[config.mk]
export PLATFORM = sky130hd
export DESIGN_NAME = ordered_list_append_remove
export DESIGN_NICKNAME = d
export VERILOG_FILES = /design/src/rtl/olal_pkg.sv /design/src/rtl/olal_front.sv /design/src/rtl/olal_back.sv /design/src/rtl/ordered_list_append_remove.sv
export SDC_FILE = /design/constraint.sdc
export NUM_CORES = 1
export LEC_CHECK = 0
export CAP_MARGIN = 20
export CORE_MARGIN = 3
export CORE_UTILIZATION = 35
export CTS_CLUSTER_DIAMETER = 40
export DETAILED_ROUTE_END_ITERATION = 7
export DONT_BUFFER_PORTS = 1
export PLACE_DENSITY_LB_ADDON = 0.15
export SYNTH_ARGS = -nofsm -noshare
export SYNTH_HDL_FRONTEND = slang
export SYNTH_SLANG_ARGS = --single-unit
[constraint.sdc]
create_clock -name clock -period 3.2 [get_ports clock]
set_input_delay 0.64 -clock clock [delete_from_list [all_inputs] [get_ports clock]]
set_output_delay 0.64 -clock clock [all_outputs]
set_load 0.02 [all_outputs]
[src/rtl/olal_pkg.sv]
// olal_pkg: shared types and constants for the ordered list block
// used by olal_front, olal_back and ordered_list_append_remove; no dependencies
package olal_pkg;

   localparam int CMD_W   = 2;
   localparam int VALUE_W = 8;
   localparam int COUNT_W = 6;

   localparam logic [CMD_W-1:0]   CMD_APPEND = 2'd0;
   localparam logic [CMD_W-1:0]   CMD_POP    = 2'd1;
   localparam logic [CMD_W-1:0]   CMD_REMOVE = 2'd2;
   localparam logic [VALUE_W-1:0] EMPTY_SLOT = 8'hff;

   typedef enum logic [1:0] {
      OP_APPEND,
      OP_POP,
      OP_REMOVE,
      OP_BAD
   } op_type;

   typedef struct packed {
      op_type               op;
      logic [VALUE_W-1:0]   value;
   } queue_entry_type;

   typedef struct packed {
      logic                 valid;
      op_type               op;
      logic [VALUE_W-1:0]   value;
   } queue_head_type;

   typedef enum logic [2:0] {
      ST_IDLE  = 3'b001,
      ST_SCAN  = 3'b010,
      ST_SHIFT = 3'b100
   } back_state_type;

endpackage

[src/rtl/olal_front.sv]
// olal_front: takes command words, decodes them and holds them in a two-entry queue
// depends on olal_pkg
module olal_front import olal_pkg::*; (
   input  logic                 clock,
   input  logic                 reset,
   input  logic                 start,
   output logic                 busy,
   input  logic [CMD_W-1:0]     req_command,
   input  logic [VALUE_W-1:0]   req_value,
   output queue_head_type       head,
   input  logic                 head_pop
);

   queue_entry_type q_ff [2];
   logic            wr_ptr_ff, wr_ptr_in;
   logic            rd_ptr_ff, rd_ptr_in;
   logic [1:0]      count_ff, count_in;
   logic            push;
   op_type          op_dec;

   always_comb begin
      unique case (req_command)
         CMD_APPEND: op_dec = OP_APPEND;
         CMD_POP:    op_dec = OP_POP;
         CMD_REMOVE: op_dec = OP_REMOVE;
         default:    op_dec = OP_BAD;
      endcase
   end

   assign busy = (count_ff == 2'd2);
   assign push = start && !busy;

   always_comb begin
      wr_ptr_in = wr_ptr_ff ^ push;
      rd_ptr_in = rd_ptr_ff ^ head_pop;
      count_in  = count_ff;
      if (push && !head_pop) begin
         count_in = count_ff + 2'd1;
      end else if (!push && head_pop) begin
         count_in = count_ff - 2'd1;
      end
   end

   always_ff @(posedge clock) begin
      if (reset) begin
         wr_ptr_ff <= 1'b0;
         rd_ptr_ff <= 1'b0;
         count_ff  <= 2'd0;
      end else begin
         wr_ptr_ff <= wr_ptr_in;
         rd_ptr_ff <= rd_ptr_in;
         count_ff  <= count_in;
      end
   end

   always_ff @(posedge clock) begin
      if (push) begin
         q_ff[wr_ptr_ff] <= '{op: op_dec, value: req_value};
      end
   end

   assign head.valid = (count_ff != 2'd0);
   assign head.op    = q_ff[rd_ptr_ff].op;
   assign head.value = q_ff[rd_ptr_ff].value;

endmodule

[src/rtl/olal_back.sv]
// olal_back: list storage and sequencer for append, remove-last and remove-by-value
// depends on olal_pkg; takes decoded words from olal_front
module olal_back import olal_pkg::*; #(
   parameter int LIST_DEPTH = 32
) (
   input  logic                                  clock,
   input  logic                                  reset,
   input  queue_head_type                        head,
   output logic                                  head_pop,
   output logic                                  rsp_valid,
   output logic                                  rsp_failed,
   output logic [COUNT_W-1:0]                    rsp_count,
   output logic [$clog2(LIST_DEPTH+1)-1:0]       list_len
);

   localparam int CW = $clog2(LIST_DEPTH + 1);
   localparam int AW = $clog2(LIST_DEPTH);
   localparam logic [CW-1:0] FULL = CW'(LIST_DEPTH);

   logic [VALUE_W-1:0] mem [LIST_DEPTH];
   logic [VALUE_W-1:0] rd_data_ff;

   back_state_type     state_ff, state_in;
   logic [CW-1:0]      len_ff, len_in;
   logic [CW-1:0]      idx_ff, idx_in;
   logic               pend_ff, pend_in;
   logic [CW-1:0]      pend_idx_ff, pend_idx_in;
   logic [VALUE_W-1:0] value_ff, value_in;
   logic               rsp_valid_ff, rsp_valid_in;
   logic               rsp_failed_ff, rsp_failed_in;
   logic [COUNT_W-1:0] rsp_count_ff, rsp_count_in;

   logic               wr_en;
   logic [AW-1:0]      wr_addr;
   logic [VALUE_W-1:0] wr_data;
   logic [AW-1:0]      rd_addr;
   logic [CW-1:0]      len_dec;
   logic [CW-1:0]      shift_dst;
   logic               hit;

   assign len_dec   = len_ff - 1'b1;
   assign shift_dst = pend_idx_ff - 1'b1;
   assign hit       = pend_ff && (rd_data_ff == value_ff);
   assign rd_addr   = idx_ff[AW-1:0];

   always_comb begin
      state_in      = state_ff;
      len_in        = len_ff;
      idx_in        = idx_ff;
      pend_in       = 1'b0;
      pend_idx_in   = idx_ff;
      value_in      = value_ff;
      rsp_valid_in  = 1'b0;
      rsp_failed_in = 1'b0;
      head_pop      = 1'b0;
      wr_en         = 1'b0;
      wr_addr       = len_ff[AW-1:0];
      wr_data       = head.value;

      unique case (state_ff)
         ST_IDLE: begin
            if (head.valid) begin
               head_pop     = 1'b1;
               rsp_valid_in = 1'b1;
               case (head.op)
                  OP_APPEND: begin
                     if (len_ff == FULL) begin
                        rsp_failed_in = 1'b1;
                     end else begin
                        wr_en  = 1'b1;
                        len_in = len_ff + 1'b1;
                     end
                  end
                  OP_POP: begin
                     if (len_ff == '0) begin
                        rsp_failed_in = 1'b1;
                     end else begin
                        wr_en   = 1'b1;
                        wr_addr = len_dec[AW-1:0];
                        wr_data = EMPTY_SLOT;
                        len_in  = len_dec;
                     end
                  end
                  OP_REMOVE: begin
                     if (len_ff == '0) begin
                        rsp_failed_in = 1'b1;
                     end else begin
                        // result comes once the scan ends, or on a match once the shift ends
                        rsp_valid_in = 1'b0;
                        value_in     = head.value;
                        idx_in       = '0;
                        state_in     = ST_SCAN;
                     end
                  end
                  default: begin
                     rsp_failed_in = 1'b1;
                  end
               endcase
            end
         end
         ST_SCAN: begin
            // one read issued per cycle, compared in the next cycle
            if (hit) begin
               idx_in   = pend_idx_ff + 1'b1;
               state_in = ST_SHIFT;
            end else if (idx_ff == len_ff) begin
               rsp_valid_in  = 1'b1;
               rsp_failed_in = 1'b1;
               state_in      = ST_IDLE;
            end else begin
               pend_in = 1'b1;
               idx_in  = idx_ff + 1'b1;
            end
         end
         ST_SHIFT: begin
            // entry read from slot k lands in slot k-1 in the next cycle
            if (pend_ff) begin
               wr_en   = 1'b1;
               wr_addr = shift_dst[AW-1:0];
               wr_data = rd_data_ff;
            end
            if (idx_ff >= len_ff) begin
               len_in       = len_dec;
               rsp_valid_in = 1'b1;
               state_in     = ST_IDLE;
            end else begin
               pend_in = 1'b1;
               idx_in  = idx_ff + 1'b1;
            end
         end
         default: begin
            state_in = ST_IDLE;
         end
      endcase

      rsp_count_in = COUNT_W'(len_in);
   end

   always_ff @(posedge clock) begin
      if (reset) begin
         state_ff     <= ST_IDLE;
         len_ff       <= '0;
         pend_ff      <= 1'b0;
         rsp_valid_ff <= 1'b0;
      end else begin
         state_ff     <= state_in;
         len_ff       <= len_in;
         pend_ff      <= pend_in;
         rsp_valid_ff <= rsp_valid_in;
      end
   end

   always_ff @(posedge clock) begin
      idx_ff        <= idx_in;
      pend_idx_ff   <= pend_idx_in;
      value_ff      <= value_in;
      rsp_failed_ff <= rsp_failed_in;
      rsp_count_ff  <= rsp_count_in;
   end

   always_ff @(posedge clock) begin
      if (wr_en) begin
         mem[wr_addr] <= wr_data;
      end
      rd_data_ff <= mem[rd_addr];
   end

   assign rsp_valid  = rsp_valid_ff;
   assign rsp_failed = rsp_failed_ff;
   assign rsp_count  = rsp_count_ff;
   assign list_len   = len_ff;

endmodule

[src/rtl/ordered_list_append_remove.sv]
// ordered_list_append_remove: ordered byte list with append, remove-last, remove-by-value
// append, remove-last and bad codes finish in the sequencer's idle state; remove-by-value
// scans the list memory port one entry a cycle, on a match then moving each later entry
// down a slot; throughput: one simple command per cycle while no remove-by-value runs;
// results cannot be held off; busy when queue full
// reset clears the count, the queue and the sequencer; slots above the count are never used
module ordered_list_append_remove import olal_pkg::*; #(
   parameter int LIST_DEPTH = 32
) (
   input  logic                 clock,
   input  logic                 reset,
   input  logic                 start,
   output logic                 busy,
   input  logic [CMD_W-1:0]     req_command,
   input  logic [VALUE_W-1:0]   req_value,
   output logic                 rsp_valid,
   output logic                 rsp_failed,
   output logic [COUNT_W-1:0]   rsp_count
);

   localparam int CW = $clog2(LIST_DEPTH + 1);

   queue_head_type head;
   logic           head_pop;
   logic [CW-1:0]  list_len;

   olal_front u_front (
      .clock       (clock),
      .reset       (reset),
      .start       (start),
      .busy        (busy),
      .req_command (req_command),
      .req_value   (req_value),
      .head        (head),
      .head_pop    (head_pop)
   );

   olal_back #(
      .LIST_DEPTH (LIST_DEPTH)
   ) u_back (
      .clock      (clock),
      .reset      (reset),
      .head       (head),
      .head_pop   (head_pop),
      .rsp_valid  (rsp_valid),
      .rsp_failed (rsp_failed),
      .rsp_count  (rsp_count),
      .list_len   (list_len)
   );

   a_len_bound: assert property (@(posedge clock) disable iff (reset)
      list_len <= CW'(LIST_DEPTH))
      else $error("list length above depth");

   a_len_step: assert property (@(posedge clock) disable iff (reset)
      $past(!reset) |-> (list_len == $past(list_len) ||
                         list_len == $past(list_len) + 1'b1 ||
                         list_len == $past(list_len) - 1'b1))
      else $error("list length moved by more than one");

   a_ok_changes_len: assert property (@(posedge clock) disable iff (reset)
      $past(!reset) && rsp_valid && !rsp_failed |-> list_len != $past(list_len))
      else $error("successful word left length unchanged");

   a_fail_keeps_len: assert property (@(posedge clock) disable iff (reset)
      $past(!reset) && rsp_valid && rsp_failed |-> list_len == $past(list_len))
      else $error("failed word changed length");

   a_pop_needs_head: assert property (@(posedge clock) disable iff (reset)
      head_pop |-> head.valid)
      else $error("queue popped while empty");

endmodule
==> results of run 1 <==
[cells by family (layout without fill, tap and decap cells)]
group	Yosys count	after routing	share of synthesized area [%]
adder cells (fa/ha/maj)	19	19	1.74
XOR/XNOR	29	29	1.86
buffers and inverters	62	178	2.11
AND/OR/NAND/NOR	158	158	6.48
multiplexers	100	100	14.7
flip-flops	326	326	68.9
AO/OA/AOI/OAI	83	83	4.13
[worst paths after layout]
kind / from / to
worst max-delay path: u_front.rd_ptr_ff$_SDFF_PP0_ / u_back.mem[9][4]$_DFFE_PP_
worst min-delay path: reset / u_back.list_len[1]$_SDFF_PP0_
worst max register to register: u_front.rd_ptr_ff$_SDFF_PP0_ / u_back.mem[9][4]$_DFFE_PP_
worst min register to register: u_back.idx_ff[5]$_DFFE_PP_ / u_back.pend_idx_ff[5]$_DFF_P_
[routing by layer]
| metal | GRT usage [%] | vias to the layer above | routed length [um] |
|---|---|---|---|
| met5 | 0 | - | 0 |
| met4 | 5.29 | 0 | 949 |
| met3 | 3.72 | 65 | 1830 |
| met2 | 25.3 | 232 | 15300 |
| met1 | 21.0 | 3751 | 13700 |
| li1 | - | 3271 | - |
[sequential cells by signal, summed over array words and instances (netlist names), 2 cells and up]
signal / flops
u_back.idx_ff: 6
u_back.list_len: 6
u_back.mem: 256
u_back.pend_idx_ff: 6
u_back.rd_data_ff: 8
u_back.rsp_count: 6
u_back.state_ff: 3
u_back.value_ff: 8
u_front.count_ff: 2
u_front.q_ff: 20
[cell usage in the layout, fill, tap and decap left out, types with 6 or more instances in the layout]
master and n:
mux2_2 12, nand3_1 20, nor2b_1 8, dfxtp_1 36, xor2_1 15, o21ai_0 15, nor2_1 43, ha_1 19
mux2i_1 8, buf_4 64, o22ai_1 8, clkbuf_16 48, inv_1 24, a21oi_1 14, edfxtp_1 290, xnor2_1 14
a22oi_2 6, inv_6 8, clkinv_1 6, mux4_2 80, clkinv_2 6, nand2_1 31
[synth_stat cells, drive strengths merged, types with 9 or more instances]
library cell	count	area share, %
clkbuf	20	0.55
nand3	20	0.73
nor2	48	1.5
dfxtp	36	5.3
ha	19	1.7
edfxtp	290	64
xnor2	14	0.90
o21ai	21	0.82
inv	24	0.66
mux2	12	0.99
xor2	15	0.96
buf	18	0.91
a21oi	14	0.51
mux4	80	13
nor3b	9	0.65
nand2	31	0.85
[area by class of cell]
cell class | count | share of cell area [%]
repair buffers | 67 | 3.31
clock buffers | 51 | 7.42
multi-input cells | 389 | 24.7
flip-flops and latches | 326 | 57.7
inverters | 24 | 0.551
clock inverters | 36 | 2.48
well taps | 511 | 3.91
[through the flow]
step           total power (uW)  instance area [um2]  utilization, %
2_1_floorplan              8340                13700               -
3_3_place_gp               9780                14700            38.6
3_5_place_dp               9850                14700            38.6
4_1_cts                   15100                16300            42.9
5_1_grt                   15700                16300            42.9
6_report                  14900                16300            42.9
[power by group through the flow]
stage / Combinational [uW] / Sequential, uW / Clock, uW
final: 3940 / 5780 / 5230
after detailed placement: 3980 / 5870 / 0
after CTS: 4000 / 5780 / 5350
after global placement: 3920 / 5860 / 0
after floorplan: 2590 / 5750 / 0
after global routing: 4300 / 5810 / 5540
[worst reg2reg max path, delay by kind of cell, from the launching register on]
family | cells | cell delay, ns
adder cells (fa/ha/maj) | 1 | 0.35
flip-flops | 1 | 0.38
AO/OA/AOI/OAI | 3 | 0.69
buffers and inverters | 1 | 0.21
AND/OR/NAND/NOR | 3 | 0.87
multiplexers | 1 | 0.27
==> reports/results.tsv, run 1 <==
stage	metric	value	unit
setup_path	path_delay_family	simple AND/OR/NAND/NOR gates	
place	io_buffers	0	
finish	nFillCells	3310	
place	place_hpwl	21.1	mm
die	rows	71	
run	drv_cap	0	
power	p_sw	4700	uW
sta	skew	0.0233	ns
cts	cts-resized-gates	0	
sta	tightest_slew	0.891	ns
power	power_frac_seq	38.7	%
finish	multiInputGateArea	0.00403	mm2
setup_path	cp_slowest_cell	or2_1	
status	status	finished clean	
global_routing	grt_max_degree	69	
global_routing	grt_antenna_before_repair	0	
drt	ant_nets	0	
setup_path	worstPathArrival	3.33	ns
logic_synthesis	synth.distinct_cells	68	
logic_synthesis	synthCells	777	
die	die_w	204	um
power	swShare	31.4	%
cts	htreeDepth	2	
sta	relSlewSlack	40.4	%
place	place_inst	1317	
power	intPower	10200	uW
setup_path	critPathLaunchType	flop	
die	design.die.area	0.0415	mm2
drt	drt_iter0_drc	472	
setup_path	critPathBufInv	1	
logic_synthesis	yosysWarnings	0	
setup_path	cp-end-kind	flop	
global_routing	grt_usage	15.7	%
die	ios	22	
setup_path	crit_chain	mux2i_1 -> ha_1 -> o21ai_2 -> a32o_1 -> o21ai_1 -> nand2_1 -> or2_1 -> nor3_2 -> buf_4	
sta	fin_crit_sh	95.7	%
finish	drive_above_1_share	30.1	%
logic_synthesis	synthArstFlopShare	0	%
setup_path	reg2regPathDepth	9	
place	place_ws	0.0623	ns
finish	nets	887	
logic_synthesis	postSynthNetCount	809	
sta	min_period	3.06	ns
global_routing	grt_overflow_total	0	
setup_path	path_class	reg2reg	
setup_path	rrSetupSlack	0.14	ns
logic_synthesis	ys_ff_latch	326	
hold_path	hold_class	in2reg	
drt	drc	0	
drt	viasPerCell	5.21	
cts	clk_pin_slew	0.05	ns
sta	fin_setup_tns	0	ns
sta	setup_slack	0.136	ns
setup_path	cp.depth	9	
logic_synthesis	syn_area	0.0137	mm2
drt	firstDrtPassIters	4	
setup_path	crit_path_max_incr_delay	0.45	ns
place	gp_congestion	0.850	
logic_synthesis	synth.avg_cell_area	17.6	um2
power	leakagePower	0.00548	uW
cts	cts_setup_buffers	0	
power	p_comb_share	26.4	%
sta	fmax	326	MHz
sta	finalSetupViolCount	0	
cts	clock_path_buffers	3	
die	die_y	204	um
cts	cts_tree	done	
power	irDropWorstVdd	0.000353	V
setup_path	cp.required	3.47	ns
cts	cts_root_buffer	clkbuf_16	
die	start_util	35.9	%
cts	clk-insertion-delay-late	0.58	ns
sta	rsz0062_at_grt	false	
finish	antennaDiodeCount	0	
cts	cts_hold_buf	0	
logic_synthesis	synth_ff_type	edfxtp_1	
setup_path	path_max_fanout	8	
sta	hold_violations	0	
finish	syn_to_final_growth	19.5	%
finish	layoutNonFillerInstCount	1404	
global_routing	first_global_vias	7754	
cts	numClockSinks	326	
drt	drt-total-wl	31.7	mm
sta	holdWs	0.146	ns
finish	seq_area	0.00943	mm2
hold_path	hold_depth	1	
drt	vias	7319	
global_routing	grt_pass1_wl	48.7	mm
drt	post_drt_wl_per_cell	22.6	um
sta	maxSlewViolCount	0	
logic_synthesis	ys_seq_area_share	68.9	%
cts	cts_buffers	47	
die	core_region_area	0.0381	mm2
logic_synthesis	synth_edf_count	290	
power	p_clk_share	35.0	%
power	p_per_area	914	mW/mm2
No activity file was read; power rests on OpenSTA's default activity.
==> run 2, diff against run 1 <==
Settings changed: ABC_AREA set to 1.
==> run 2 against run 1 <==
Clock skew grew 0.0057 ns. Sequential cell count is the same. Synthesized cell count grew 62%. Routed wire length grew 23%. Register-to-register slack gained 0.15 ns. Critical path depth grew 6. Core utilization shrank 0.55 points. Worst setup slack gained 0.15 ns. Hold slack lost 0.014 ns. Global-route usage grew 2.0 points. Fmax grew 5.2%. Sequential share of layout area shrank 3.3 points. Largest power group unchanged. Highest routed layer unchanged.
==> reports/results.tsv, run 2 <==
stage	metric	value	unit	change
power	p_sw	6670	uW	+42%
logic_synthesis	synth_top_area_share	59.8	%	-3.9 points
logic_synthesis	synth_ff_type	edfxtp_1		
drt	vias	9683		+32%
setup_path	crit_path_end	u_back.mem[30][1]$_DFFE_PP_		
place	io_buffers	0		unchanged
finish	layoutNonFillerInstCount	1882		+34%
finish	top_register	u_back.mem		
sta	holdWs	0.132	ns	-0.0140 ns
sta	rsz0062_at_grt	false		
finish	top_regs	u_back.mem x256, u_front.q_ff x20		
die	start_util	35.6	%	-0.30 points
drt	firstDrtPassIters	5		+1
cts	cts_root_buffer	clkbuf_16		
sta	maxSlewViolCount	0		unchanged
setup_path	critPathLaunchType	flop		
run	drv_cap	0		unchanged
logic_synthesis	synthArstFlopShare	0	%	unchanged
finish	drive_above_1_share	16.4	%	-14 points
sta	fin_setup_tns	0	ns	unchanged
sta	relSlewSlack	54.5	%	+14 points
setup_path	reg2regPathDepth	15		+6
power	power	17600	uW	+18%
sta	min_period	2.91	ns	-0.151 ns
drt	drt_iter0_drc	653		+38%
setup_path	r2r-end	u_back.mem[30][1]$_DFFE_PP_		
logic_synthesis	yosysWarnings	0		unchanged
finish	layout_common_cells	edfxtp_1, nor2_1, nand2_1		
power	p_per_area	1010	mW/mm2	+11%
finish	syn_to_final_growth	19.0	%	
logic_synthesis	synth.most_common_cell	edfxtp_1		
global_routing	grt_overflow_total	0		unchanged
finish	nFillCells	3867		+17%
sta	tightest_slew	0.682	ns	-0.209 ns
global_routing	grt_usage	17.7	%	+2.0 points
power	power_frac_seq	34.4	%	-4.3 points
setup_path	worstPathArrival	3.19	ns	-0.14 ns
cts	cts_buffers	52		+11%
place	place_hpwl	23.8	mm	+13%
cts	clk-insertion-delay-late	0.59	ns	about the same
drt	viasPerCell	5.15		-1.3%
global_routing	grt_max_degree	133		+93%
setup_path	rrSetupSlack	0.29	ns	+0.15 ns
logic_synthesis	ys_seq_area_share	64.7	%	-4.2 points
die	core_region_area	0.0409	mm2	+7.4%
global_routing	first_global_vias	9795		+26%
drt	post_drt_wl_per_cell	20.7	um	-8.2%
place	gp_congestion	0.857		+0.84%
cts	cts_setup_buffers	0		unchanged
die	die_y	210	um	+3.1%
power	p_clk_share	31.8	%	-3.2 points
hold_path	worstHoldStart	reset		
power	intPower	10900	uW	+6.6%
finish	largest_register_ff_count	256		unchanged
sta	fin_crit_sh	91.0	%	-4.7 points
setup_path	timing.rr.start	u_front.rd_ptr_ff$_SDFF_PP0_		
cts	numClockSinks	326		unchanged
cts	clock_path_buffers	3		unchanged
power	irDropWorstVdd	0.000668	V	+89%
cts	cts-resized-gates	0		unchanged
cts	cts_tree	done		
global_routing	grt_pass1_wl	59.2	mm	+22%
die	die_w	210	um	+3.1%
sta	hold_violations	0		unchanged
setup_path	cp.required	3.48	ns	about the same
power	p_comb_share	33.9	%	+7.5 points
logic_synthesis	synth.avg_cell_area	11.6	um2	-34%
hold_path	hold_class	in2reg		
drt	ant_nets	0		unchanged
setup_path	path_class	reg2reg		
logic_synthesis	ys_ff_latch	326		unchanged
die	design.die.area	0.0441	mm2	+6.3%
sta	finalSetupViolCount	0		unchanged
cts	clk_pin_slew	0.05	ns	about the same
drt	drc	0		unchanged
sta	skew	0.0290	ns	+0.00566 ns
status	status	finished clean		
logic_synthesis	synth.distinct_cells	42		-38%
finish	layout_commonest_cell	edfxtp_1		
setup_path	path_max_fanout	8		unchanged
logic_synthesis	postSynthNetCount	1290		+59%
logic_synthesis	synthTopCellsByCount	edfxtp_1, nor2_1, nand2_1		
drt	drt-total-wl	39.0	mm	+23%
die	ios	22		unchanged
sta	fmax	343	MHz	+5.2%
power	swShare	37.9	%	+6.5 points
finish	nets	1338		+51%
logic_synthesis	synthCells	1258		+62%
finish	seq_area	0.00943	mm2	unchanged
cts	cts_hold_buf	0		unchanged
finish	multiInputGateArea	0.00458	mm2	+14%
logic_synthesis	yosys.area.top_type	edfxtp_1		
setup_path	crit_start	u_front.rd_ptr_ff$_SDFF_PP0_		
cts	htreeDepth	2		unchanged
setup_path	cp-end-kind	flop		
global_routing	grt_antenna_before_repair	0		unchanged
logic_synthesis	synthTopCellsByArea	edfxtp_1, dfxtp_1, nor2_1		
power	leakagePower	0.00619	uW	+13%
die	rows	74		+4.2%
place	place_inst	1784		+35%
logic_synthesis	syn_area	0.0146	mm2	+6.5%
logic_synthesis	synth_edf_count	290		unchanged
finish	antennaDiodeCount	0		unchanged
[run 2: changes by cell type after synthesis, moves of 44 or more]
cell	change
nand2_1	+114
nor2_1	+110
o21ai_0	+90
mux4_2	-80
o21bai_1	+63
nand3_1	+62
inv_1	+44
[run 2: cells by family after synthesis]
logic type	count (synthesis)	synth area share, %
AO/OA/AOI/OAI	302	13.8
XOR/XNOR	13	0.962
adder cells (fa/ha/maj)	19	1.63
buffers and inverters	149	4.18
flip-flops	326	64.7
multiplexers	4	0.275
AND/OR/NAND/NOR	445	14.4
[run 2: power groups by stage]
| stage | clock, uW | sequential, uW | combinational [uW] |
|---|---|---|---|
| final | 5590 | 6040 | 5950 |
| after global routing | 5920 | 6070 | 6560 |
| after CTS | 5730 | 6040 | 6040 |
| after detailed placement | 0 | 6120 | 6040 |
| after global placement | 0 | 6130 | 6030 |
| after floorplan | 0 | 6110 | 3540 |
[run 2: layout make-up]
type                            count  share of cell area [%]
Sequential cell                   326                    54.4
Multi-Input combinational cell    783                    26.4
Inverter                           84                    1.87
Tap cell                          532                    3.84
Clock buffer                       56                    7.72
Timing Repair Buffer               59                    3.21
Clock inverter                     42                    2.54
[run 2: how the worst min path moves through the flow]
stage / to / depth (start not counted)
after floorplan: u_back.pend_idx_ff[2]$_DFF_P_ / 0
after global placement: u_back.pend_idx_ff[5]$_DFF_P_ / 0
after detailed placement: u_back.pend_idx_ff[5]$_DFF_P_ / 0
after CTS: u_back.state_ff[2]$_SDFFE_PP0P_ / 1
after global routing: u_back.list_len[2]$_SDFF_PP0_ / 1
final: u_front.wr_ptr_ff$_SDFF_PP0_ / 1
[run 2: per-layer routing]
layer | routed length (um) | global-route usage [%] | share of wire [%] | vias to the layer above
li1 | - | - | - | 4638
met2 | 18300 | 28.3 | 47 | 263
met5 | 0 | 0 | 0 | -
met1 | 17700 | 24.5 | 45 | 4711
met4 | 999 | 6.26 | 2.6 | 0
met3 | 2010 | 3.14 | 5.1 | 71
[run 2: critical path, cell delays in order, from the launching register on]
cell     delay, ns
dfxtp_1       0.36
inv_1         0.11
or2_2         0.28
o21ai_0       0.17
ha_2          0.30
inv_2         0.08
a21oi_4       0.16
inv_2         0.08
nor2_4        0.11
nand2_1       0.10
nand2_1       0.10
inv_2         0.06
nor2_4        0.16
nand2_4       0.18
nor2_1        0.16
buf_4         0.19
[run 2: stage by stage]
stage	utilization, %	setup WS (ns)	instance area [um2]
2_1_floorplan	-	0.405	14600
3_3_place_gp	37.9	0.238	15500
3_5_place_dp	37.9	0.168	15500
4_1_cts	42.3	0.167	17300
5_1_grt	42.3	0.0510	17300
6_report	42.3	0.287	17300
